--- src/rtl/rcsf_pkg.sv ---
package rcsf_pkg;

    // operand and result widths of the shared arithmetic unit
    localparam int XW = 68;
    localparam int YW = 34;
    localparam int RW = 96;

    localparam logic [30:0] T_MAX = 31'h7FFF_FFFF;

    // configuration register indexes
    typedef enum logic [2:0] {
        CFG_REST_LENGTH  = 3'd0,
        CFG_STIFFNESS    = 3'd1,
        CFG_DAMPING      = 3'd2,
        CFG_MIN_DISTANCE = 3'd3,
        CFG_SEVER_ENABLE = 3'd4,
        CFG_SEVER_TIME   = 3'd5
    } t_cfg_idx;

    localparam logic [31:0] RST_REST_LENGTH  = 32'd65536;
    localparam logic [31:0] RST_STIFFNESS    = 32'd6553600;
    localparam logic [31:0] RST_DAMPING      = 32'd65536;
    localparam logic [31:0] RST_MIN_DISTANCE = 32'd1;
    localparam logic [31:0] RST_SEVER_TIME   = 32'd0;

    typedef struct packed {
        logic [31:0]        time_now;
        logic signed [31:0] pos_x;
        logic signed [31:0] pos_y;
        logic signed [31:0] pos_z;
        logic signed [31:0] vel_x;
        logic signed [31:0] vel_y;
        logic signed [31:0] vel_z;
        logic               is_first;
        logic               is_final;
    } t_in;

    typedef struct packed {
        logic signed [31:0] force_x;
        logic signed [31:0] force_y;
        logic signed [31:0] force_z;
        logic [30:0]        tension_above;
        logic               top_node;
        logic               end_of_chain;
        logic               severed;
    } t_out;

    typedef struct packed {
        logic [31:0] rest_length;
        logic [31:0] stiffness;
        logic [31:0] damping;
        logic [31:0] min_distance;
        logic        sever_enable;
        logic [31:0] cut_time;
    } t_cfg;

    // shared unit operations
    typedef enum logic [1:0] {
        U_MUL  = 2'd0,
        U_DIV  = 2'd1,
        U_SQRT = 2'd2
    } t_uop;

    typedef struct packed {
        logic            start;
        t_uop            op;
        logic [XW-1:0]   x;
        logic [YW-1:0]   y;
    } t_unit_req;

    typedef struct packed {
        logic            done;
        logic [RW-1:0]   res;
    } t_unit_rsp;

    // saturate a 33-bit signed value to 32 bits
    function automatic logic signed [31:0] sat32(input logic signed [32:0] v);
        logic signed [31:0] r;
        if (v[32] != v[31]) begin
            r = v[32] ? 32'sh8000_0000 : 32'sh7FFF_FFFF;
        end else begin
            r = v[31:0];
        end
        return r;
    endfunction

    // magnitude of a 33-bit signed value
    function automatic logic [32:0] mag33(input logic signed [32:0] v);
        logic [32:0] r;
        r = v[32] ? 33'(-v) : 33'(v);
        return r;
    endfunction

endpackage

--- src/rtl/rcsf_unit.sv ---
module rcsf_unit
    import rcsf_pkg::*;
(
    input  logic      i_clk,
    input  logic      i_rst_n,
    input  t_unit_req i_req,
    output t_unit_rsp o_rsp
);

    logic          r_busy;
    logic          r_done;
    t_uop          r_op;
    logic [6:0]    r_cnt;
    logic [RW-1:0] r_x;
    logic [YW-1:0] r_y;
    logic [YW:0]   r_rem;
    logic [RW-1:0] r_acc;

    logic [YW:0]   div_trial;
    logic [YW:0]   div_diff;
    logic [YW+2:0] sq_trial;
    logic [YW+2:0] sq_sub;

    // one restoring step for divide and root
    always_comb begin
        div_trial = {r_rem[YW-1:0], r_x[RW-1]};
        div_diff  = div_trial - {1'b0, r_y};
        sq_trial  = {r_rem, r_x[RW-1:RW-2]};
        sq_sub    = {1'b0, r_acc[YW-1:0], 2'b01};
    end

    always_ff @(posedge i_clk) begin
        if (!i_rst_n) begin
            r_busy <= 1'b0;
            r_done <= 1'b0;
        end else begin
            r_done <= 1'b0;
            if (!r_busy && i_req.start) begin
                r_busy <= 1'b1;
                r_op   <= i_req.op;
                r_y    <= i_req.y;
                r_rem  <= '0;
                r_acc  <= '0;
                unique case (i_req.op)
                    U_MUL: begin
                        r_x   <= RW'(i_req.x);
                        r_cnt <= 7'(YW - 1);
                    end
                    U_DIV: begin
                        r_x   <= {i_req.x, (RW-XW)'(0)};
                        r_cnt <= 7'(XW - 1);
                    end
                    default: begin
                        r_x   <= {i_req.x, (RW-XW)'(0)};
                        r_cnt <= 7'(XW/2 - 1);
                    end
                endcase
            end else if (r_busy) begin
                unique case (r_op)
                    U_MUL: begin
                        if (r_y[0]) begin
                            r_acc <= r_acc + r_x;
                        end
                        r_x <= r_x << 1;
                        r_y <= r_y >> 1;
                    end
                    U_DIV: begin
                        if (!div_diff[YW]) begin
                            r_rem <= {1'b0, div_diff[YW-1:0]};
                        end else begin
                            r_rem <= {1'b0, div_trial[YW-1:0]};
                        end
                        r_acc <= {r_acc[RW-2:0], ~div_diff[YW]};
                        r_x   <= r_x << 1;
                    end
                    default: begin
                        if (sq_trial >= sq_sub) begin
                            r_rem <= (YW+1)'(sq_trial - sq_sub);
                            r_acc <= {r_acc[RW-2:0], 1'b1};
                        end else begin
                            r_rem <= sq_trial[YW:0];
                            r_acc <= {r_acc[RW-2:0], 1'b0};
                        end
                        r_x <= r_x << 2;
                    end
                endcase
                r_cnt <= r_cnt - 7'd1;
                if (r_cnt == 7'd0) begin
                    r_busy <= 1'b0;
                    r_done <= 1'b1;
                end
            end
        end
    end

    assign o_rsp.done = r_done;
    assign o_rsp.res  = r_acc;

endmodule

--- src/rtl/rcsf_core.sv ---
module rcsf_core
    import rcsf_pkg::*;
#(
    parameter int FRAC_BITS = 16
) (
    input  logic       i_clk,
    input  logic       i_rst_n,
    input  logic       i_start,
    input  t_in        i_item,
    input  t_cfg       i_cfg,
    output logic       o_busy,
    input  logic       i_room,
    output logic       o_emit,
    output logic [1:0] o_nres,
    output t_out       o_res0,
    output t_out       o_res1,
    output t_unit_req  o_req,
    input  t_unit_rsp  i_rsp
);

    localparam int SAT_SH = 31 + FRAC_BITS;

    typedef enum logic [3:0] {
        S_IDLE, S_DEC, S_SQ, S_DT, S_ROOT, S_CHK, S_RATE, S_DAMP,
        S_STIFF, S_TEN, S_FMUL, S_FDIV, S_FIN, S_EMIT
    } t_state;

    t_state r_state;
    t_in    r_item;
    logic   r_sev;
    logic   r_wait;
    logic [1:0] r_c;

    // chain state
    logic [31:0]        r_prev_p [3];
    logic [31:0]        r_prev_v [3];
    logic signed [31:0] r_pend_f [3];
    logic [30:0]        r_pend_ten;
    logic               r_pend_top;
    logic               r_have;

    // segment working registers
    logic signed [32:0] r_dp [3];
    logic signed [32:0] r_dv [3];
    logic [XW-1:0]      r_s;
    logic signed [XW-1:0] r_dot;
    logic [YW-1:0]      r_dist;
    logic [YW-1:0]      r_stretch;
    logic [XW-1:0]      r_rate;
    logic [XW-1:0]      r_num;
    logic [RW-1:0]      r_acc;
    logic               r_tsat;
    logic [30:0]        r_ten;
    logic signed [31:0] r_fup [3];

    logic [1:0] r_nres;
    t_out       r_res0;
    t_out       r_res1;

    logic [31:0] cur_p [3];
    logic [31:0] cur_v [3];
    logic [32:0] dp_mag;
    logic [32:0] dv_mag;
    logic        first;
    logic        sev_now;
    logic [RW-1:0] acc_sh;
    logic [30:0] t_val;
    logic signed [31:0] f_sum [3];
    logic signed [31:0] f_low [3];

    always_comb begin
        cur_p[0] = r_item.pos_x;
        cur_p[1] = r_item.pos_y;
        cur_p[2] = r_item.pos_z;
        cur_v[0] = r_item.vel_x;
        cur_v[1] = r_item.vel_y;
        cur_v[2] = r_item.vel_z;
        dp_mag   = mag33(r_dp[r_c]);
        dv_mag   = mag33(r_dv[r_c]);
        first    = r_item.is_first || !r_have;
        sev_now  = i_cfg.sever_enable && (r_item.time_now >= i_cfg.cut_time);
        acc_sh   = r_acc >> FRAC_BITS;
        t_val    = (r_tsat || (|acc_sh[RW-1:31])) ? T_MAX : acc_sh[30:0];
        for (int c = 0; c < 3; c++) begin
            f_sum[c] = sat32(33'(r_pend_f[c]) + 33'(r_fup[c]));
            f_low[c] = -r_fup[c];
        end
    end

    // request to the shared unit
    always_comb begin
        o_req.start = 1'b0;
        o_req.op    = U_MUL;
        o_req.x     = '0;
        o_req.y     = '0;
        unique case (r_state)
            S_SQ: begin
                o_req.start = !r_wait;
                o_req.x     = XW'(dp_mag);
                o_req.y     = YW'(dp_mag);
            end
            S_DT: begin
                o_req.start = !r_wait;
                o_req.x     = XW'(dp_mag);
                o_req.y     = YW'(dv_mag);
            end
            S_ROOT: begin
                o_req.start = !r_wait;
                o_req.op    = U_SQRT;
                o_req.x     = r_s;
            end
            S_RATE: begin
                o_req.start = !r_wait;
                o_req.op    = U_DIV;
                o_req.x     = r_dot;
                o_req.y     = r_dist;
            end
            S_DAMP: begin
                o_req.start = !r_wait;
                o_req.x     = r_rate;
                o_req.y     = YW'(i_cfg.damping);
            end
            S_STIFF: begin
                o_req.start = !r_wait;
                o_req.x     = XW'(r_stretch);
                o_req.y     = YW'(i_cfg.stiffness);
            end
            S_FMUL: begin
                o_req.start = !r_wait;
                o_req.x     = XW'(dp_mag);
                o_req.y     = YW'(r_ten);
            end
            S_FDIV: begin
                o_req.start = !r_wait;
                o_req.op    = U_DIV;
                o_req.x     = r_num;
                o_req.y     = r_dist;
            end
            default: begin
                o_req.start = 1'b0;
            end
        endcase
    end

    // sequencer and chain state
    always_ff @(posedge i_clk) begin
        if (!i_rst_n) begin
            r_state    <= S_IDLE;
            r_wait     <= 1'b0;
            r_have     <= 1'b0;
            r_pend_ten <= '0;
            r_pend_top <= 1'b0;
            for (int c = 0; c < 3; c++) begin
                r_prev_p[c] <= '0;
                r_prev_v[c] <= '0;
                r_pend_f[c] <= '0;
            end
        end else begin
            if (o_req.start) begin
                r_wait <= 1'b1;
            end
            if (i_rsp.done) begin
                r_wait <= 1'b0;
            end
            unique case (r_state)
                S_IDLE: begin
                    if (i_start) begin
                        r_item  <= i_item;
                        r_state <= S_DEC;
                    end
                end
                S_DEC: begin
                    r_sev <= sev_now;
                    if (first) begin
                        if (r_item.is_final) begin
                            r_res0  <= '{force_x: '0, force_y: '0, force_z: '0,
                                         tension_above: '0, top_node: 1'b1,
                                         end_of_chain: 1'b1, severed: sev_now};
                            r_nres  <= 2'd1;
                            r_have  <= 1'b0;
                            r_pend_ten <= '0;
                            r_pend_top <= 1'b0;
                            for (int c = 0; c < 3; c++) begin
                                r_prev_p[c] <= '0;
                                r_prev_v[c] <= '0;
                                r_pend_f[c] <= '0;
                            end
                            r_state <= S_EMIT;
                        end else begin
                            for (int c = 0; c < 3; c++) begin
                                r_prev_p[c] <= cur_p[c];
                                r_prev_v[c] <= cur_v[c];
                                r_pend_f[c] <= '0;
                            end
                            r_pend_ten <= '0;
                            r_pend_top <= 1'b1;
                            r_have     <= 1'b1;
                            r_state    <= S_IDLE;
                        end
                    end else begin
                        for (int c = 0; c < 3; c++) begin
                            r_dp[c]  <= 33'(signed'(r_prev_p[c])) - 33'(signed'(cur_p[c]));
                            r_dv[c]  <= 33'(signed'(r_prev_v[c])) - 33'(signed'(cur_v[c]));
                            r_fup[c] <= '0;
                        end
                        r_ten   <= '0;
                        r_s     <= '0;
                        r_dot   <= '0;
                        r_c     <= '0;
                        r_state <= sev_now ? S_FIN : S_SQ;
                    end
                end
                // sum of squared differences
                S_SQ: begin
                    if (i_rsp.done) begin
                        r_s <= r_s + i_rsp.res[XW-1:0];
                        if (r_c == 2'd2) begin
                            r_c     <= '0;
                            r_state <= S_DT;
                        end else begin
                            r_c <= r_c + 2'd1;
                        end
                    end
                end
                // signed dot product of position and velocity differences
                S_DT: begin
                    if (i_rsp.done) begin
                        if (r_dp[r_c][32] != r_dv[r_c][32]) begin
                            r_dot <= r_dot - signed'(i_rsp.res[XW-1:0]);
                        end else begin
                            r_dot <= r_dot + signed'(i_rsp.res[XW-1:0]);
                        end
                        if (r_c == 2'd2) begin
                            r_c     <= '0;
                            r_state <= S_ROOT;
                        end else begin
                            r_c <= r_c + 2'd1;
                        end
                    end
                end
                S_ROOT: begin
                    if (i_rsp.done) begin
                        r_dist  <= i_rsp.res[YW-1:0];
                        r_state <= S_CHK;
                    end
                end
                // slack, short or unstretched segments pull nothing
                S_CHK: begin
                    r_tsat    <= 1'b0;
                    r_stretch <= r_dist - YW'(i_cfg.rest_length);
                    if ((r_dist < YW'(i_cfg.min_distance)) ||
                        (r_dist <= YW'(i_cfg.rest_length))) begin
                        r_state <= S_FIN;
                    end else if (!r_dot[XW-1] && (|r_dot)) begin
                        r_state <= S_RATE;
                    end else begin
                        r_acc   <= '0;
                        r_state <= S_STIFF;
                    end
                end
                // lengthening rate, saturated early when damping dominates
                S_RATE: begin
                    if (i_rsp.done) begin
                        if (i_cfg.damping == '0) begin
                            r_acc   <= '0;
                            r_state <= S_STIFF;
                        end else if (|i_rsp.res[XW-1:SAT_SH]) begin
                            r_tsat  <= 1'b1;
                            r_state <= S_TEN;
                        end else begin
                            r_rate  <= i_rsp.res[XW-1:0];
                            r_state <= S_DAMP;
                        end
                    end
                end
                S_DAMP: begin
                    if (i_rsp.done) begin
                        r_acc   <= i_rsp.res;
                        r_state <= S_STIFF;
                    end
                end
                S_STIFF: begin
                    if (i_rsp.done) begin
                        r_acc   <= r_acc + i_rsp.res;
                        r_state <= S_TEN;
                    end
                end
                S_TEN: begin
                    r_c <= '0;
                    if (t_val == '0) begin
                        r_state <= S_FIN;
                    end else begin
                        r_ten   <= t_val;
                        r_state <= S_FMUL;
                    end
                end
                // per axis force: tension times difference over distance
                S_FMUL: begin
                    if (i_rsp.done) begin
                        r_num   <= i_rsp.res[XW-1:0];
                        r_state <= S_FDIV;
                    end
                end
                S_FDIV: begin
                    if (i_rsp.done) begin
                        if (!r_dp[r_c][32] && (|r_dp[r_c])) begin
                            r_fup[r_c] <= -signed'({1'b0, i_rsp.res[30:0]});
                        end else begin
                            r_fup[r_c] <= signed'({1'b0, i_rsp.res[30:0]});
                        end
                        if (r_c == 2'd2) begin
                            r_state <= S_FIN;
                        end else begin
                            r_c     <= r_c + 2'd1;
                            r_state <= S_FMUL;
                        end
                    end
                end
                // build results and advance the chain
                S_FIN: begin
                    r_res0.force_x       <= r_sev ? '0 : f_sum[0];
                    r_res0.force_y       <= r_sev ? '0 : f_sum[1];
                    r_res0.force_z       <= r_sev ? '0 : f_sum[2];
                    r_res0.tension_above <= r_sev ? '0 : r_pend_ten;
                    r_res0.top_node      <= r_pend_top;
                    r_res0.end_of_chain  <= 1'b0;
                    r_res0.severed       <= r_sev;
                    r_res1.force_x       <= r_sev ? '0 : f_low[0];
                    r_res1.force_y       <= r_sev ? '0 : f_low[1];
                    r_res1.force_z       <= r_sev ? '0 : f_low[2];
                    r_res1.tension_above <= r_sev ? '0 : r_ten;
                    r_res1.top_node      <= 1'b0;
                    r_res1.end_of_chain  <= 1'b1;
                    r_res1.severed       <= r_sev;
                    if (r_item.is_final) begin
                        r_nres     <= 2'd2;
                        r_have     <= 1'b0;
                        r_pend_ten <= '0;
                        r_pend_top <= 1'b0;
                        for (int c = 0; c < 3; c++) begin
                            r_prev_p[c] <= '0;
                            r_prev_v[c] <= '0;
                            r_pend_f[c] <= '0;
                        end
                    end else begin
                        r_nres     <= 2'd1;
                        r_have     <= 1'b1;
                        r_pend_ten <= r_ten;
                        r_pend_top <= 1'b0;
                        for (int c = 0; c < 3; c++) begin
                            r_prev_p[c] <= cur_p[c];
                            r_prev_v[c] <= cur_v[c];
                            r_pend_f[c] <= f_low[c];
                        end
                    end
                    r_state <= S_EMIT;
                end
                S_EMIT: begin
                    if (i_room) begin
                        r_state <= S_IDLE;
                    end
                end
                default: begin
                    r_state <= S_IDLE;
                end
            endcase
        end
    end

    assign o_busy = (r_state != S_IDLE);
    assign o_emit = (r_state == S_EMIT) && i_room;
    assign o_nres = r_nres;
    assign o_res0 = r_res0;
    assign o_res1 = r_res1;

endmodule

--- src/rtl/rope_chain_spring_force_top.sv ---
// Tension-only spring-damper force for a rope chain, one node per request.
// Input channel: i_in_valid / o_in_stall carry one node (time, position,
// velocity, top/bottom flags); a request is taken when valid is high and
// stall is low. Nodes come from the top of the rope to the bottom.
// Output channel: o_out_valid / i_out_stall carry net node forces. A node's
// result is sent once the segment below it is known, so a middle node gives
// one result (for the node above), the bottom node two, a top node none and
// a single-node chain one.
// Configuration: i_cfg_valid / o_cfg_ready write the six rope registers by
// index; write only while the block is idle.
// Work per node: a top node goes from decode straight back to idle, a
// severed node passes only decode, finish and emit. A segment runs six
// multiplies and a root on one shared bit-serial unit (34 steps per multiply
// or root, 68 per divide); a stretched one adds a stiffness multiply, a
// rate divide and damping multiply while lengthening, and three
// multiply-divide pairs.
// One node is in work at a time. Results sit in a two-entry output buffer;
// while the receiver stalls, the next node may still be taken and computed,
// and it waits to hand over its results until the buffer drains.
// Reset restores register defaults and closes any open chain.
module rope_chain_spring_force_top
    import rcsf_pkg::*;
#(
    parameter int FRAC_BITS = 16
) (
    input  logic        i_clk,
    input  logic        i_rst_n,
    input  logic        i_in_valid,
    output logic        o_in_stall,
    input  t_in         i_in,
    output logic        o_out_valid,
    input  logic        i_out_stall,
    output t_out        o_out,
    input  logic        i_cfg_valid,
    output logic        o_cfg_ready,
    input  logic [2:0]  i_cfg_index,
    input  logic [31:0] i_cfg_data
);

    t_cfg       r_cfg;
    t_out       r_ob [2];
    logic [1:0] r_ocnt;

    logic       core_busy;
    logic       core_emit;
    logic [1:0] core_nres;
    t_out       core_res0;
    t_out       core_res1;
    t_unit_req  unit_req;
    t_unit_rsp  unit_rsp;
    logic       out_pop;

    // configuration registers
    always_ff @(posedge i_clk) begin
        if (!i_rst_n) begin
            r_cfg.rest_length  <= RST_REST_LENGTH;
            r_cfg.stiffness    <= RST_STIFFNESS;
            r_cfg.damping      <= RST_DAMPING;
            r_cfg.min_distance <= RST_MIN_DISTANCE;
            r_cfg.sever_enable <= 1'b0;
            r_cfg.cut_time     <= RST_SEVER_TIME;
        end else if (i_cfg_valid && o_cfg_ready) begin
            unique case (t_cfg_idx'(i_cfg_index))
                CFG_REST_LENGTH:  r_cfg.rest_length  <= i_cfg_data;
                CFG_STIFFNESS:    r_cfg.stiffness    <= i_cfg_data;
                CFG_DAMPING:      r_cfg.damping      <= i_cfg_data;
                CFG_MIN_DISTANCE: r_cfg.min_distance <= i_cfg_data;
                CFG_SEVER_ENABLE: r_cfg.sever_enable <= i_cfg_data[0];
                CFG_SEVER_TIME:   r_cfg.cut_time     <= i_cfg_data;
                default: begin
                end
            endcase
        end
    end

    assign o_cfg_ready = 1'b1;

    rcsf_core #(
        .FRAC_BITS (FRAC_BITS)
    ) u_core (
        .i_clk   (i_clk),
        .i_rst_n (i_rst_n),
        .i_start (i_in_valid && !o_in_stall),
        .i_item  (i_in),
        .i_cfg   (r_cfg),
        .o_busy  (core_busy),
        .i_room  (r_ocnt == 2'd0),
        .o_emit  (core_emit),
        .o_nres  (core_nres),
        .o_res0  (core_res0),
        .o_res1  (core_res1),
        .o_req   (unit_req),
        .i_rsp   (unit_rsp)
    );

    rcsf_unit u_unit (
        .i_clk   (i_clk),
        .i_rst_n (i_rst_n),
        .i_req   (unit_req),
        .o_rsp   (unit_rsp)
    );

    assign o_in_stall = core_busy;

    // output buffer, loaded only when empty
    assign out_pop = o_out_valid && !i_out_stall;

    always_ff @(posedge i_clk) begin
        if (!i_rst_n) begin
            r_ocnt <= '0;
        end else if (core_emit) begin
            r_ob[0] <= core_res0;
            r_ob[1] <= core_res1;
            r_ocnt  <= core_nres;
        end else if (out_pop) begin
            r_ob[0] <= r_ob[1];
            r_ocnt  <= r_ocnt - 2'd1;
        end
    end

    assign o_out_valid = (r_ocnt != 2'd0);
    assign o_out       = r_ob[0];

    a_load_empty: assert property (@(posedge i_clk) disable iff (!i_rst_n)
        core_emit |-> (r_ocnt == 2'd0))
        else $error("results loaded into a non-empty buffer");

    a_cnt_range: assert property (@(posedge i_clk) disable iff (!i_rst_n)
        r_ocnt != 2'd3)
        else $error("output buffer count out of range");

    a_accept_busy: assert property (@(posedge i_clk) disable iff (!i_rst_n)
        (i_in_valid && !o_in_stall) |=> core_busy)
        else $error("accepted request did not start the sequencer");

    a_sev_zero: assert property (@(posedge i_clk) disable iff (!i_rst_n)
        (o_out_valid && o_out.severed) |-> (o_out.tension_above == '0))
        else $error("severed result carries tension");

endmodule

--- config.mk ---
export PLATFORM = sky130hd
export DESIGN_NAME = rope_chain_spring_force_top
export DESIGN_NICKNAME = d
export VERILOG_FILES = /design/src/rtl/rcsf_pkg.sv /design/src/rtl/rcsf_unit.sv /design/src/rtl/rcsf_core.sv /design/src/rtl/rope_chain_spring_force_top.sv
export SDC_FILE = /design/constraint.sdc
export NUM_CORES = 2
export LEC_CHECK = 0
export BUFFER_PORTS_ARGS = -buffer_cell sky130_fd_sc_hd__buf_4
export CAP_MARGIN = 10
export CORE_ASPECT_RATIO = 1.75
export CORE_MARGIN = 3
export CORE_UTILIZATION = 40
export CTS_BUF_LIST = sky130_fd_sc_hd__clkbuf_4 sky130_fd_sc_hd__clkbuf_8
export CTS_CLUSTER_SIZE = 40
export DETAILED_ROUTE_END_ITERATION = 10
export PLACE_DENSITY = 0.6
export SKIP_LAST_GASP = 1
export SYNTH_ARGS = -nofsm -noshare
export SYNTH_HDL_FRONTEND = slang
export SYNTH_SLANG_ARGS = --single-unit
export TNS_END_PERCENT = 100
--- constraint.sdc ---
create_clock -name i_clk -period 25.3 [get_ports i_clk]
set_input_delay 2.53 -clock i_clk [delete_from_list [all_inputs] [get_ports i_clk]]
set_output_delay 2.53 -clock i_clk [all_outputs]
set_load 0.05 [all_outputs]
==> summary.txt <==
Outcome
  – Status: complete, no violations

Timing
  – Pins Over Slew Limit: 0
  – Max Freq: 0.130 GHz
  – Clock Skews: 0.161 ns
  – Final Critical Period: 7.68 ns
  – RSZ-0062 raised after global routing: no
  – Final setup fails: 0
  – Final hold vios: 0
  – Post-layout worst setup margin: 17.62 ns
  – Share of the clock period used by the worst path: 30.3%
  – Worst-Margin Slew: 1.46 ns
  – WHS: 0.401 ns
  – Sum Neg Setup Slack: 0 ns
  – Max-slew headroom: 2.85%

Placed design
  – Post-Place Setup Slack: 18.09 ns
  – I/O Buffers: 397
  – Detail Placement HPWL: 410,000 um
  – GP Congestion: 1.05

Clock network
  – CTS Buffer Depth: 4
  – Clk Latency, worst-skew pair: 1.15 ns
  – Hold Buf Count CTS: 0
  – Clk root buf: clkbuf_8
  – CTS tree: built
  – Post-cts gate resize count: 0
  – Postcts setup bufs: 0
  – Num CTS Buffers: 362
  – Clock Sink Count: 2,272
  – H-Tree Depth: 5
  – Clk slew on worst S/H paths: 0.07 ns

Floorplanning
  – Die Area: 0.332 sq mm
  – Core area: 0.323 sq mm
  – Row count: 276
  – Die X: 437 um
  – Die Y: 760 um
  – Initial Util: 40.3%
  – I/O pins: 399

Logic synthesis
  – Seq/Total Area, Yosys: 50.9%
  – Synthesized flop and latch total: 2,272
  – Yosys cell types: 94
  – Synth Instances: 12,400
  – Synth Area per Inst: 10.5 sq um
  – Net Count, Synth: 13,500
  – Synth top area share: 47.7%
  – Cell accounting for the most synthesized area: edfxtp_1
  – Area contributors post-synth: edfxtp_1 (48%), ha_1 (7.6%), a21oi_1 (4.1%)
  – Async set-reset flop share out of synthesis: 0%
  – Post-synth EDFFs: 2,067
  – Synthesized cell area: 0.130 sq mm
  – Top_reg_cell synth: edfxtp_1
  – Syn. warnings: 0

GRT
  – Met3 GRT Util: 7.22%
  – Routing usage on met2: 55.1%
  – Total Routing Usage GR: 31.6%
  – Largest net degree at the start of global routing: 129
  – Initial antenna violation count: 70
  – Global route hottest layer: met2
  – First-pass GRT wire length: 750,000 um
  – M1 GR Usage: 28.5%
  – Vias in the first global route: 104,000
  – GRT overflow: 0

Power and ir drop
  – VDD IR max: 0.0946 mV
  – Leakage power: 0.0560 uW
  – Pwr per Cell Area: 107 mW/mm^2
  – Pwr Total: 15,700 uW

Cells and area
  – Layout area overhead: 12.5%
  – Commonest cells after routing, fill and taps aside: edfxtp_1 (2,067), nand2_1 (1,189), nor2_1 (1,099)
  – Commonest non-fill, non-tap cell in the layout: edfxtp_1
  – Share of layout cells above drive strength 1: 11.7%
  – Nets: 13,900

Worst hold path
  – Hold WC Path Type: reg -> reg

Detailed routing
  – Iter 0 DRT Violations: 8,639
  – DR WL/cell: 30.5 um
  – Post-DR vias/cell: 5.94
  – DRC viols: 0
  – DRT antenna net count: 0
  – DRT Pass-1 Iters: 8
  – WL final: 534,000 um
  – Via count: 104,000

Critical path
  – Slowest CP cell: nor2_1
  – Crit path cell chain: buf_4 > o21a_1 > buf_4 > xnor2_2 > buf_4 > nor2_1 > xnor2_1 > ha_1 > a21oi_1 > o21ai_0 > a221oi_1 > nor3_1 > a2111oi_0 > a21oi_1 > nor2_1 > o211ai_1 > a21oi_1 > o21ai_0 > mux2i_1
  – Worst EP required: 26.15 ns
  – CP Class: reg -> reg
  – Setup crit start kind: register
  – Max incr delay on CP: 0.97 ns
  – CP arrival: 8.53 ns
  – Largest fanout on the critical path: 61
  – Endpoint class of the critical path: register

Job
  – Max-Cap Viols: 0
cell type report:
cell class | count | area [sq um]
fill | 31200 | 177000
sequential | 2272 | 66200
multi-input combinational | 8996 | 59900
clock buffer | 478 | 6000
tap | 4309 | 5390
timing repair buffer | 643 | 4990
inverter | 587 | 2220
clock inverter | 176 | 1540
antenna | 52 | 130
per-stage QoR:
step | instances | util, % | cell area [sq um]
3_3_place_gp | 16800 | 42.8 | 138000
5_1_grt | 17500 | 45.2 | 146000
2_1_floorplan | 12400 | - | 130000
4_1_cts | 17400 | 45.1 | 146000
3_5_place_dp | 16800 | 42.8 | 138000
6_report | 17500 | 45.3 | 146000
registers in the layout, indices dropped and copies added, names as in the netlist, 99 cells and up, named ones only:
| signal | count |
|---|---|
| u_core.r_dp | 99 |
| r_cfg | 161 |
| r_ob | 258 |
| u_core.r_dv | 99 |
| u_core.o_res1 | 128 |
| u_core.o_res0 | 130 |
where the power goes:
part | internal (uW) | switching (uW) | leakage, uW | total [uW]
Clock | 1790 | 1620 | 0.00393 | 3410
Combinational | 2490 | 4620 | 0.0310 | 7110
Sequential | 4820 | 339 | 0.0211 | 5160
Total | 9100 | 6580 | 0.0560 | 15700
kinds of logic after synthesis:
group                      count (synthesis)  synth area share, %
other                                      1              0.00288
muxes                                    373                 3.01
adders and majority gates                805                 7.83
DFF                                     2272                 50.9
and+or+nand+nor                         3746                 13.4
buffers and inverters                   1163                 3.43
xor gates and xnor gates                 836                 5.63
AOI/OAI and AO/OA                       3235                 15.8
routing by layer:
layer,share of wire (%),vias to the layer above
met5,0.036,-
met4,13,30
met3,5.9,1943
met2,50,4383
met1,30,50600
li1,-,47000
synthesized netlist by cell type (186+ instances only):
| library cell | n |
|---|---|
| edfxtp_1 | 2067 |
| nand2_1 | 1193 |
| clkbuf_1 | 503 |
| nor3_1 | 186 |
| mux2i_1 | 222 |
| inv_1 | 587 |
| a21o_1 | 394 |
| xnor2_1 | 523 |
| xor2_1 | 313 |
| o21ai_0 | 627 |
| nor2_1 | 1113 |
| dfxtp_1 | 205 |
| a21oi_1 | 1053 |
| nor4_1 | 280 |
| ha_1 | 790 |
final timing paths:
| check | start | to | slack, ns | cells past startpoint |
|---|---|---|---|---|
| worst max-delay path | register | u_core.r_dot[65] | 17.62 | 19 |
| worst min-delay path | u_core.o_res1[29] | r_ob[1][29] | 0.40 | 0 |
| worst max register to register | register | u_core.r_dot[65] | 17.62 | 19 |
| worst min register to register | u_core.o_res1[29] | r_ob[1][29] | 0.40 | 0 |
worst max-delay path, delay by kind of cell (launching register included):
kind / cells / cell delay, ns
AOI/OAI and AO/OA: 9 / 2.93
buffers and inverters: 3 / 1.48
and+or+nand+nor: 3 / 1.24
DFF: 1 / 0.71
adders and majority gates: 1 / 0.39
xor gates and xnor gates: 2 / 0.32
muxes: 1 / 0.15
(Power assumes the default switching activity.)
